$ cat config.mk
export PLATFORM = sky130hd
export DESIGN_NAME = gyro_rate_integrator_led_bar_top
export DESIGN_NICKNAME = d
export VERILOG_FILES = /design/src/hw/rtl/gri_pkg.sv /design/src/hw/rtl/gri_core.sv /design/src/hw/rtl/gri_out_fifo.sv /design/src/hw/rtl/gyro_rate_integrator_led_bar_top.sv
export SDC_FILE = /design/constraint.sdc
export NUM_CORES = 2
export LEC_CHECK = 0
export ABC_AREA = 1
export BUFFER_PORTS_ARGS = -buffer_cell sky130_fd_sc_hd__buf_2
export CAP_MARGIN = 20
export CORE_ASPECT_RATIO = 0.8
export CORE_UTILIZATION = 58
export DETAILED_ROUTE_END_ITERATION = 16
export PLACE_DENSITY = 0.79
export SYNTH_ARGS = -nofsm -noshare
export SYNTH_HDL_FRONTEND = slang
export SYNTH_SLANG_ARGS = --single-unit
$ cat constraint.sdc
create_clock -name clk -period 7.14 [get_ports clk]
set_clock_uncertainty 0.2 [all_clocks]
set_input_delay 0.714 -clock clk [delete_from_list [all_inputs] [get_ports clk]]
set_output_delay 0.714 -clock clk [all_outputs]
set_load 0.005 [all_outputs]
$ cat src/hw/rtl/gri_pkg.sv
`default_nettype none
// ----------------------------------------------------------------------------
// Gyro rate integrator package
// Shared widths, register indexes, reset values and structure types.
// ----------------------------------------------------------------------------
package gri_pkg;

    localparam int SAMPLE_W   = 16;
    localparam int MAG_W      = 17;
    localparam int GAIN_W     = 24;
    localparam int FRAC_W     = 24;
    localparam int ANGLE_W    = 40;
    localparam int DEADBAND_W = 8;
    localparam int STEP_W     = 5;
    localparam int LEVEL_W    = 4;
    localparam int LEVELS     = 8;
    localparam int LED_W      = LEVELS + 1;
    localparam int ABS_HI_W   = ANGLE_W - FRAC_W;
    localparam int CFG_DATA_W = 24;
    localparam int CFG_IDX_W  = 2;
    localparam int OUT_DEPTH  = 8;

    localparam logic                  RST_DISPLAY_ENABLE = 1'b0;
    localparam logic [DEADBAND_W-1:0] RST_DEADBAND       = 8'd10;
    localparam logic [GAIN_W-1:0]     RST_STEP_GAIN      = 24'd23488;
    localparam logic [STEP_W-1:0]     RST_LEVEL_STEP     = 5'd10;

    typedef enum logic [CFG_IDX_W-1:0] {
        CFG_DISPLAY_ENABLE = 2'd0,
        CFG_DEADBAND       = 2'd1,
        CFG_STEP_GAIN      = 2'd2,
        CFG_LEVEL_STEP     = 2'd3
    } cfg_index_t;

    typedef struct packed {
        logic                  display_enable;
        logic [DEADBAND_W-1:0] deadband;
        logic [GAIN_W-1:0]     step_gain;
        logic [STEP_W-1:0]     level_step;
    } cfg_t;

    // Packed so that the angle sits in the lowest bits.
    typedef struct packed {
        logic [LED_W-1:0]   led_bar;
        logic [LEVEL_W-1:0] bar_level;
        logic [ANGLE_W-1:0] angle;
    } result_t;

    localparam int RESULT_W = $bits(result_t);
    localparam int TDATA_W  = ((RESULT_W + 7) / 8) * 8;

endpackage
`default_nettype wire

$ cat src/hw/rtl/gri_core.sv
`default_nettype none
// ----------------------------------------------------------------------------
// Gyro rate integrator datapath
// Deadband, gain product, saturating accumulator and LED bar update.
// ----------------------------------------------------------------------------
module gri_core (
    input  wire logic            clk,
    input  wire logic            rst_n,
    input  wire gri_pkg::cfg_t   cfg,
    input  wire logic            in_valid,
    input  wire logic [15:0]     in_sample,
    output logic                 out_valid,
    output gri_pkg::result_t     out_result
);
    import gri_pkg::*;

    localparam logic signed [ANGLE_W-1:0] ANGLE_MAX = {1'b0, {(ANGLE_W-1){1'b1}}};
    localparam logic signed [ANGLE_W-1:0] ANGLE_MIN = {1'b1, {(ANGLE_W-1){1'b0}}};

    // Stage A: sample register.
    logic                valid_a_reg;
    logic [SAMPLE_W-1:0] sample_a_reg;

    // Stage B: signed product.
    logic               valid_b_reg;
    logic               neg_b_reg;
    logic [ANGLE_W-1:0] delta_b_reg;

    // Stage C: accumulator.
    logic                      valid_c_reg;
    logic signed [ANGLE_W-1:0] acc_reg;
    logic signed [ANGLE_W-1:0] acc_next;

    // Stage D: snapshot of the angle and its magnitude in whole degrees.
    logic                valid_d_reg;
    logic [ANGLE_W-1:0]  angle_d_reg;
    logic [ABS_HI_W-1:0] abs_hi_d_reg;

    logic [LED_W-1:0] led_reg;
    logic [LED_W-1:0] led_next;

    logic [MAG_W-1:0]       sample_ext;
    logic [MAG_W-1:0]       mag_raw;
    logic [MAG_W-1:0]       mag;
    logic [ANGLE_W:0]       product;
    logic signed [ANGLE_W:0] sum;
    logic [ANGLE_W-1:0]     abs_angle;
    logic [LEVEL_W-1:0]     lvl;
    logic [LED_W-1:0]       led_set;
    logic [LED_W-1:0]       led_clr;
    logic [LED_W-1:0]       led_new;

    always_comb
    begin
        sample_ext = {sample_a_reg[SAMPLE_W-1], sample_a_reg};
        mag_raw    = sample_a_reg[SAMPLE_W-1] ? (~sample_ext + MAG_W'(1)) : sample_ext;
        mag        = (mag_raw < MAG_W'(cfg.deadband)) ? '0 : mag_raw;
        product    = (ANGLE_W+1)'(mag) * (ANGLE_W+1)'(cfg.step_gain);
    end

    always_comb
    begin
        if (neg_b_reg)
        begin
            sum = {acc_reg[ANGLE_W-1], acc_reg} - $signed({1'b0, delta_b_reg});
        end
        else
        begin
            sum = {acc_reg[ANGLE_W-1], acc_reg} + $signed({1'b0, delta_b_reg});
        end
        // The top two bits disagree only when the sum left the 40-bit range.
        if (sum[ANGLE_W] != sum[ANGLE_W-1])
        begin
            acc_next = sum[ANGLE_W] ? ANGLE_MIN : ANGLE_MAX;
        end
        else
        begin
            acc_next = sum[ANGLE_W-1:0];
        end
    end

    assign abs_angle = acc_reg[ANGLE_W-1] ? (~acc_reg + ANGLE_W'(1)) : acc_reg;

    // The thresholds rise with the level, so the last one met gives the level.
    always_comb
    begin
        lvl = '0;
        for (int k = 1; k <= LEVELS; k++)
        begin
            if (abs_hi_d_reg >= ABS_HI_W'(cfg.level_step) * ABS_HI_W'(k))
            begin
                lvl = LEVEL_W'(k);
            end
        end
        led_set = LED_W'(1) << lvl;
        led_clr = (lvl < LEVEL_W'(LEVELS)) ? (LED_W'(1) << (lvl + LEVEL_W'(1))) : '0;
        led_new = (led_reg | led_set) & ~led_clr;
        led_next = (valid_d_reg && cfg.display_enable) ? led_new : led_reg;
    end

    always_ff @(posedge clk or negedge rst_n)
    begin
        if (!rst_n)
        begin
            valid_a_reg <= 1'b0;
            valid_b_reg <= 1'b0;
            valid_c_reg <= 1'b0;
            valid_d_reg <= 1'b0;
            acc_reg     <= '0;
            led_reg     <= '0;
        end
        else
        begin
            valid_a_reg <= in_valid;
            valid_b_reg <= valid_a_reg;
            valid_c_reg <= valid_b_reg;
            valid_d_reg <= valid_c_reg;
            if (valid_b_reg)
            begin
                acc_reg <= acc_next;
            end
            led_reg <= led_next;
        end
    end

    always_ff @(posedge clk)
    begin
        if (in_valid)
        begin
            sample_a_reg <= in_sample;
        end
        neg_b_reg    <= sample_a_reg[SAMPLE_W-1];
        delta_b_reg  <= product[ANGLE_W-1:0];
        angle_d_reg  <= acc_reg;
        abs_hi_d_reg <= abs_angle[ANGLE_W-1:FRAC_W];
    end

    assign out_valid            = valid_d_reg;
    assign out_result.angle     = angle_d_reg;
    assign out_result.bar_level = cfg.display_enable ? lvl : '0;
    assign out_result.led_bar   = cfg.display_enable ? led_new : led_reg;

endmodule
`default_nettype wire

$ cat src/hw/rtl/gri_out_fifo.sv
`default_nettype none
// ----------------------------------------------------------------------------
// Gyro rate integrator result queue
// Small register queue that holds results until the receiver takes them.
// ----------------------------------------------------------------------------
module gri_out_fifo #(
    parameter int DEPTH = gri_pkg::OUT_DEPTH
) (
    input  wire logic             clk,
    input  wire logic             rst_n,
    input  wire logic             push,
    input  wire gri_pkg::result_t push_data,
    input  wire logic             pop,
    output logic                  not_empty,
    output gri_pkg::result_t      head_data
);
    import gri_pkg::*;

    localparam int PTR_W = (DEPTH > 1) ? $clog2(DEPTH) : 1;
    localparam int CNT_W = $clog2(DEPTH + 1);

    result_t            mem_reg [DEPTH];
    logic [PTR_W-1:0]   wr_ptr_reg;
    logic [PTR_W-1:0]   rd_ptr_reg;
    logic [CNT_W-1:0]   count_reg;

    always_ff @(posedge clk or negedge rst_n)
    begin
        if (!rst_n)
        begin
            wr_ptr_reg <= '0;
            rd_ptr_reg <= '0;
            count_reg  <= '0;
        end
        else
        begin
            if (push)
            begin
                wr_ptr_reg <= (wr_ptr_reg == PTR_W'(DEPTH - 1)) ? '0 : wr_ptr_reg + PTR_W'(1);
            end
            if (pop)
            begin
                rd_ptr_reg <= (rd_ptr_reg == PTR_W'(DEPTH - 1)) ? '0 : rd_ptr_reg + PTR_W'(1);
            end
            if (push && !pop)
            begin
                count_reg <= count_reg + CNT_W'(1);
            end
            else if (pop && !push)
            begin
                count_reg <= count_reg - CNT_W'(1);
            end
        end
    end

    always_ff @(posedge clk)
    begin
        if (push)
        begin
            mem_reg[wr_ptr_reg] <= push_data;
        end
    end

    assign not_empty = (count_reg != '0);
    assign head_data = mem_reg[rd_ptr_reg];

`ifndef SYNTHESIS
    a_no_overflow: assert property (@(posedge clk) disable iff (!rst_n)
        (push && !pop) |-> (count_reg < CNT_W'(DEPTH)))
        else $error("result queue written while full");

    a_no_underflow: assert property (@(posedge clk) disable iff (!rst_n)
        pop |-> (count_reg != '0))
        else $error("result queue read while empty");

    a_ptr_gap: assert property (@(posedge clk) disable iff (!rst_n)
        (count_reg == '0) |-> (wr_ptr_reg == rd_ptr_reg))
        else $error("result queue pointers differ while empty");
`endif

endmodule
`default_nettype wire

$ cat src/hw/rtl/gyro_rate_integrator_led_bar_top.sv
`default_nettype none
// ----------------------------------------------------------------------------
// Gyro rate integrator with LED bar
// Integrates gyroscope rate samples into a saturated angle and drives a
// nine-LED level bar.
//
// Samples arrive on the s_axis channel, one 16-bit rate word per
// transaction. Each sample yields one result on the m_axis channel: the
// Q15.24 angle, the bar level and the LED states. The cfg channel writes
// the four registers and is always ready; write it only while no result
// is outstanding.
// A sample passes the sample, product, accumulator and snapshot registers
// and then the result queue, which offers it on m_axis. One sample is
// accepted per cycle while s_axis_tready is high. Up to eight samples may
// be outstanding; the result queue holds them while the receiver stalls,
// and s_axis_tready drops only once eight results are pending. Reset
// clears the angle, turns all LEDs off, empties the queue and loads the
// register defaults.
// ----------------------------------------------------------------------------
module gyro_rate_integrator_led_bar_top #(
    parameter int OUT_DEPTH = gri_pkg::OUT_DEPTH
) (
    input  wire logic                            clk,
    input  wire logic                            rst_n,
    input  wire logic                            s_axis_tvalid,
    output logic                                 s_axis_tready,
    input  wire logic [15:0]                     s_axis_tdata,  // rate_sample
    output logic                                 m_axis_tvalid,
    input  wire logic                            m_axis_tready,
    // angle [39:0], bar_level [43:40], led_bar [52:44], zero fill [55:53]
    output logic [gri_pkg::TDATA_W-1:0]          m_axis_tdata,
    input  wire logic                            cfg_valid,
    output logic                                 cfg_ready,
    input  wire logic [gri_pkg::CFG_IDX_W-1:0]   cfg_index,
    input  wire logic [gri_pkg::CFG_DATA_W-1:0]  cfg_data
);
    import gri_pkg::*;

    localparam int CNT_W = $clog2(OUT_DEPTH + 1);

    cfg_t             cfg_reg;
    logic [CNT_W-1:0] outstanding_reg;
    logic             in_accept;
    logic             out_accept;
    logic             core_valid;
    result_t          core_result;
    result_t          head_result;

    assign cfg_ready     = 1'b1;
    assign s_axis_tready = (outstanding_reg < CNT_W'(OUT_DEPTH));
    assign in_accept     = s_axis_tvalid && s_axis_tready;
    assign out_accept    = m_axis_tvalid && m_axis_tready;

    always_ff @(posedge clk or negedge rst_n)
    begin
        if (!rst_n)
        begin
            cfg_reg.display_enable <= RST_DISPLAY_ENABLE;
            cfg_reg.deadband       <= RST_DEADBAND;
            cfg_reg.step_gain      <= RST_STEP_GAIN;
            cfg_reg.level_step     <= RST_LEVEL_STEP;
        end
        else if (cfg_valid && cfg_ready)
        begin
            unique case (cfg_index)
                CFG_DISPLAY_ENABLE: cfg_reg.display_enable <= cfg_data[0];
                CFG_DEADBAND:       cfg_reg.deadband       <= cfg_data[DEADBAND_W-1:0];
                CFG_STEP_GAIN:      cfg_reg.step_gain      <= cfg_data[GAIN_W-1:0];
                CFG_LEVEL_STEP:     cfg_reg.level_step     <= cfg_data[STEP_W-1:0];
                default:            cfg_reg                <= cfg_reg;
            endcase
        end
    end

    // Every accepted transaction reserves a queue slot until its result leaves.
    always_ff @(posedge clk or negedge rst_n)
    begin
        if (!rst_n)
        begin
            outstanding_reg <= '0;
        end
        else if (in_accept && !out_accept)
        begin
            outstanding_reg <= outstanding_reg + CNT_W'(1);
        end
        else if (out_accept && !in_accept)
        begin
            outstanding_reg <= outstanding_reg - CNT_W'(1);
        end
    end

    gri_core u_core (
        .clk        (clk),
        .rst_n      (rst_n),
        .cfg        (cfg_reg),
        .in_valid   (in_accept),
        .in_sample  (s_axis_tdata),
        .out_valid  (core_valid),
        .out_result (core_result)
    );

    gri_out_fifo #(
        .DEPTH (OUT_DEPTH)
    ) u_out_fifo (
        .clk       (clk),
        .rst_n     (rst_n),
        .push      (core_valid),
        .push_data (core_result),
        .pop       (out_accept),
        .not_empty (m_axis_tvalid),
        .head_data (head_result)
    );

    assign m_axis_tdata = TDATA_W'(head_result);

`ifndef SYNTHESIS
    a_outstanding_bound: assert property (@(posedge clk) disable iff (!rst_n)
        outstanding_reg <= CNT_W'(OUT_DEPTH))
        else $error("more transactions outstanding than queue slots");

    a_valid_has_credit: assert property (@(posedge clk) disable iff (!rst_n)
        m_axis_tvalid |-> (outstanding_reg != '0))
        else $error("result offered with no transaction outstanding");

    a_level_range: assert property (@(posedge clk) disable iff (!rst_n)
        m_axis_tvalid |-> (head_result.bar_level <= LEVEL_W'(LEVELS)))
        else $error("bar level above the top level");
`endif

endmodule
`default_nettype wire

==> flow_summary.json <==
{
  "final_common_cell": "nor2_1",
  "postRouteAntennaNets": 0,
  "synthesis.area_mm2": 0.0427,
  "ys_async_sr_fraction_pct": 16.4,
  "register_area_mm2": 0.0178,
  "cts_root_buf": "clkbuf_16",
  "vias": 33652,
  "post-route-drc-count": 0,
  "critPathMaxStageDelay_ps": 550,
  "failed_checks": "negative setup slack",
  "dp_hpwl_um": 77500,
  "dpl-instance-area_mm2": 0.0454,
  "area.growth.synth_to_final_pct": 14.5,
  "rows": 88,
  "largest_register_ffs": 424,
  "die_w_um": 305,
  "utilization_pct": 67.4,
  "ys.flop_type": "edfxtp_1",
  "cp_max_fo": 14,
  "dr.first_iter.drc_count": 3385,
  "outcome": "finished, violations left",
  "start_kind": "flop",
  "hp-class": "input port to flop",
  "max-cap-violations": 0,
  "hold_viol": 0,
  "dieArea_mm2": 0.0746,
  "yosysSeqAreaShare_pct": 41.7,
  "grt_usage_pct": 30.4,
  "final_cell_area_mm2": 0.0488,
  "grt_pass1_wl_um": 177000,
  "relSlewSlack_pct": 31.5,
  "r2r_setup_slack_ps": -600,
  "yosys-top-cells-area": "edfxtp_1 (31%), fa_1 (16%), nor2_1 (7.0%)",
  "whs_path_depth": 1,
  "clock_path_buffers": 3,
  "clkTransAtPathRegs_ps": 70,
  "io_buffers": 101,
  "cts_sinks": 642,
  "synth_top_area_cell": "edfxtp_1",
  "yosys_warnings": 0,
  "n_fill_cell": 5183,
  "ys_ff_latch": 642,
  "drive_gt1_share_pct": 13.7,
  "criticalPathCategory": "flop to flop",
  "antenna_found_initial": 1,
  "cp_slowest_cell": "fa_1",
  "end_kind": "flop",
  "worst_pin_slew_ps": 1020,
  "routabilityCongestion": 1.01,
  "core_area_mm2": 0.0724,
  "fin_crit_ps": 7740,
  "ff2ff_path_depth": 43,
  "nets": 5459,
  "worstHoldStart": "s_axis_tdata[8]",
  "via_per_inst": 5.76,
  "finalCritPeriodShare_pct": 108,
  "firstDrtPassIters": 6,
  "syn-mean-instance-area_um2": 9.24,
  "min_to": "u_core.sample_a_reg[8]",
  "grt_max_degree": 151,
  "clock.fmax_mhz": 129,
  "worst_slack_ps": -597,
  "rsz0062_at_grt": "yes",
  "wirelength_um": 113000,
  "start_util_pct": 58.9,
  "overflow": 0,
  "arrival_ps": 8100,
  "synth_cells": 4615,
  "multiInputGateArea_mm2": 0.0228,
  "worstReg2RegEnd": "u_core.delta_b_reg[37]",
  "insertion_delay_ps": 640,
  "drv_slew": 0,
  "synth_edf_count": 440,
  "crit_required_ps": 7500,
  "die-height_um": 245,
  "wl_per_cell_um": 19.3,
  "synth_top_cell_area_share_pct": 31.0,
  "cts_max_level": 3,
  "netlist-cell-type-count": 58,
  "r2r_start": "u_core.sample_a_reg[0]",
  "io_pins": 106,
  "crit_top_cell": "inv_1",
  "cts-buffers-inserted": 67,
  "cts_tree": "done",
  "first_global_vias": 33394,
  "setup_viol": 28,
  "layout_common_cells": "nor2_1 (756), nand2_1 (645), inv_1 (624)"
}
stage by stage:
step | cells | setup WS [ps] | setup TNS [ps] | hold slack [ps]
after CTS | 5828 | -311 | -4340 | 19.8
after detailed placement | 5686 | -835 | -11460 | 148
after global placement | 5686 | -681 | -7250 | 137
after global routing | 5842 | -976 | -22670 | 35.9
after floorplan | 4640 | -182 | -562 | 131
final | 5843 | -597 | -12140 | 39.9
how the worst max path moves through the flow:
stage / startpoint / endpoint / slack, ps / cells past startpoint
2_1_floorplan: u_core.sample_a_reg[0] / u_core.delta_b_reg[34] / -180 / 38
3_3_place_gp: u_core.sample_a_reg[1] / u_core.delta_b_reg[37] / -680 / 39
3_5_place_dp: u_core.sample_a_reg[0] / u_core.delta_b_reg[37] / -830 / 39
4_1_cts: u_core.sample_a_reg[0] / u_core.delta_b_reg[27] / -310 / 41
5_1_grt: u_core.sample_a_reg[0] / u_core.delta_b_reg[37] / -980 / 43
6_report: u_core.sample_a_reg[0] / u_core.delta_b_reg[37] / -600 / 43
synth_stat cells (7+ instances only):
| master | instances |
|---|---|
| a21oi_1 | 198 |
| a31oi_1 | 60 |
| buf_1 | 16 |
| buf_2 | 11 |
| buf_4 | 15 |
| clkbuf_1 | 125 |
| dfrtp_1 | 94 |
| dfstp_2 | 11 |
| dfxtp_1 | 97 |
| edfxtp_1 | 440 |
| fa_1 | 338 |
| ha_1 | 232 |
| inv_1 | 658 |
| inv_2 | 16 |
| nand2_1 | 680 |
| nand3_1 | 141 |
| nand4_1 | 36 |
| nor2_1 | 794 |
| nor3_1 | 27 |
| nor4_1 | 12 |
| o21a_1 | 10 |
| o21ai_0 | 319 |
| o21bai_1 | 7 |
| o22ai_1 | 53 |
| o31ai_1 | 8 |
| xnor2_1 | 53 |
| xor2_1 | 90 |
cell families (layout without fill, tap and decap cells):
logic type,count (synthesis),after routing,share of synthesized area (%)
adder cells (fa/ha/maj),570,570,22.7
other,2,28,0.0176
AO/OA/AOI/OAI,680,680,8.61
AND/OR/NAND/NOR,1726,1726,16.3
flip-flops,642,642,41.7
buffers and inverters,851,1108,7.71
XOR/XNOR,144,144,2.97
routing by layer:
metal | global-route usage, % | share of wire (%)
met1 | 41.5 | 40
met2 | 48.4 | 46
met3 | 6.05 | 9.9
met4 | 11.2 | 3.5
met5 | 0 | 0
layout make-up:
type	instances	area share [%]
antenna	1	0.00512
timing repair buffer	304	4.40
multi-input combinational	3147	46.8
clock inverter	33	0.753
inverter	680	5.35
sequential	642	36.5
tap	945	2.42
clock buffer	91	3.85
what timing repair did:
item                       in CTS  in global routing
setup buffers                  17                 15
hold buffers                    1                  0
setup endpoints to repair      27                 30
gates resized for setup       132                 92
pin swaps                      75                 47
hold endpoints to repair       20                  0
worst max-delay path: cells and delay by family (launching register included):
family	cells	cell delay [ps]
XOR/XNOR	2	240
AO/OA/AOI/OAI	4	490
adder cells (fa/ha/maj)	9	3860
flip-flops	1	400
AND/OR/NAND/NOR	14	1360
buffers and inverters	14	1130
Power is left out: the tool's default activity adds up to more than one toggle a clock period on the data nets, which glitch-free logic cannot reach.
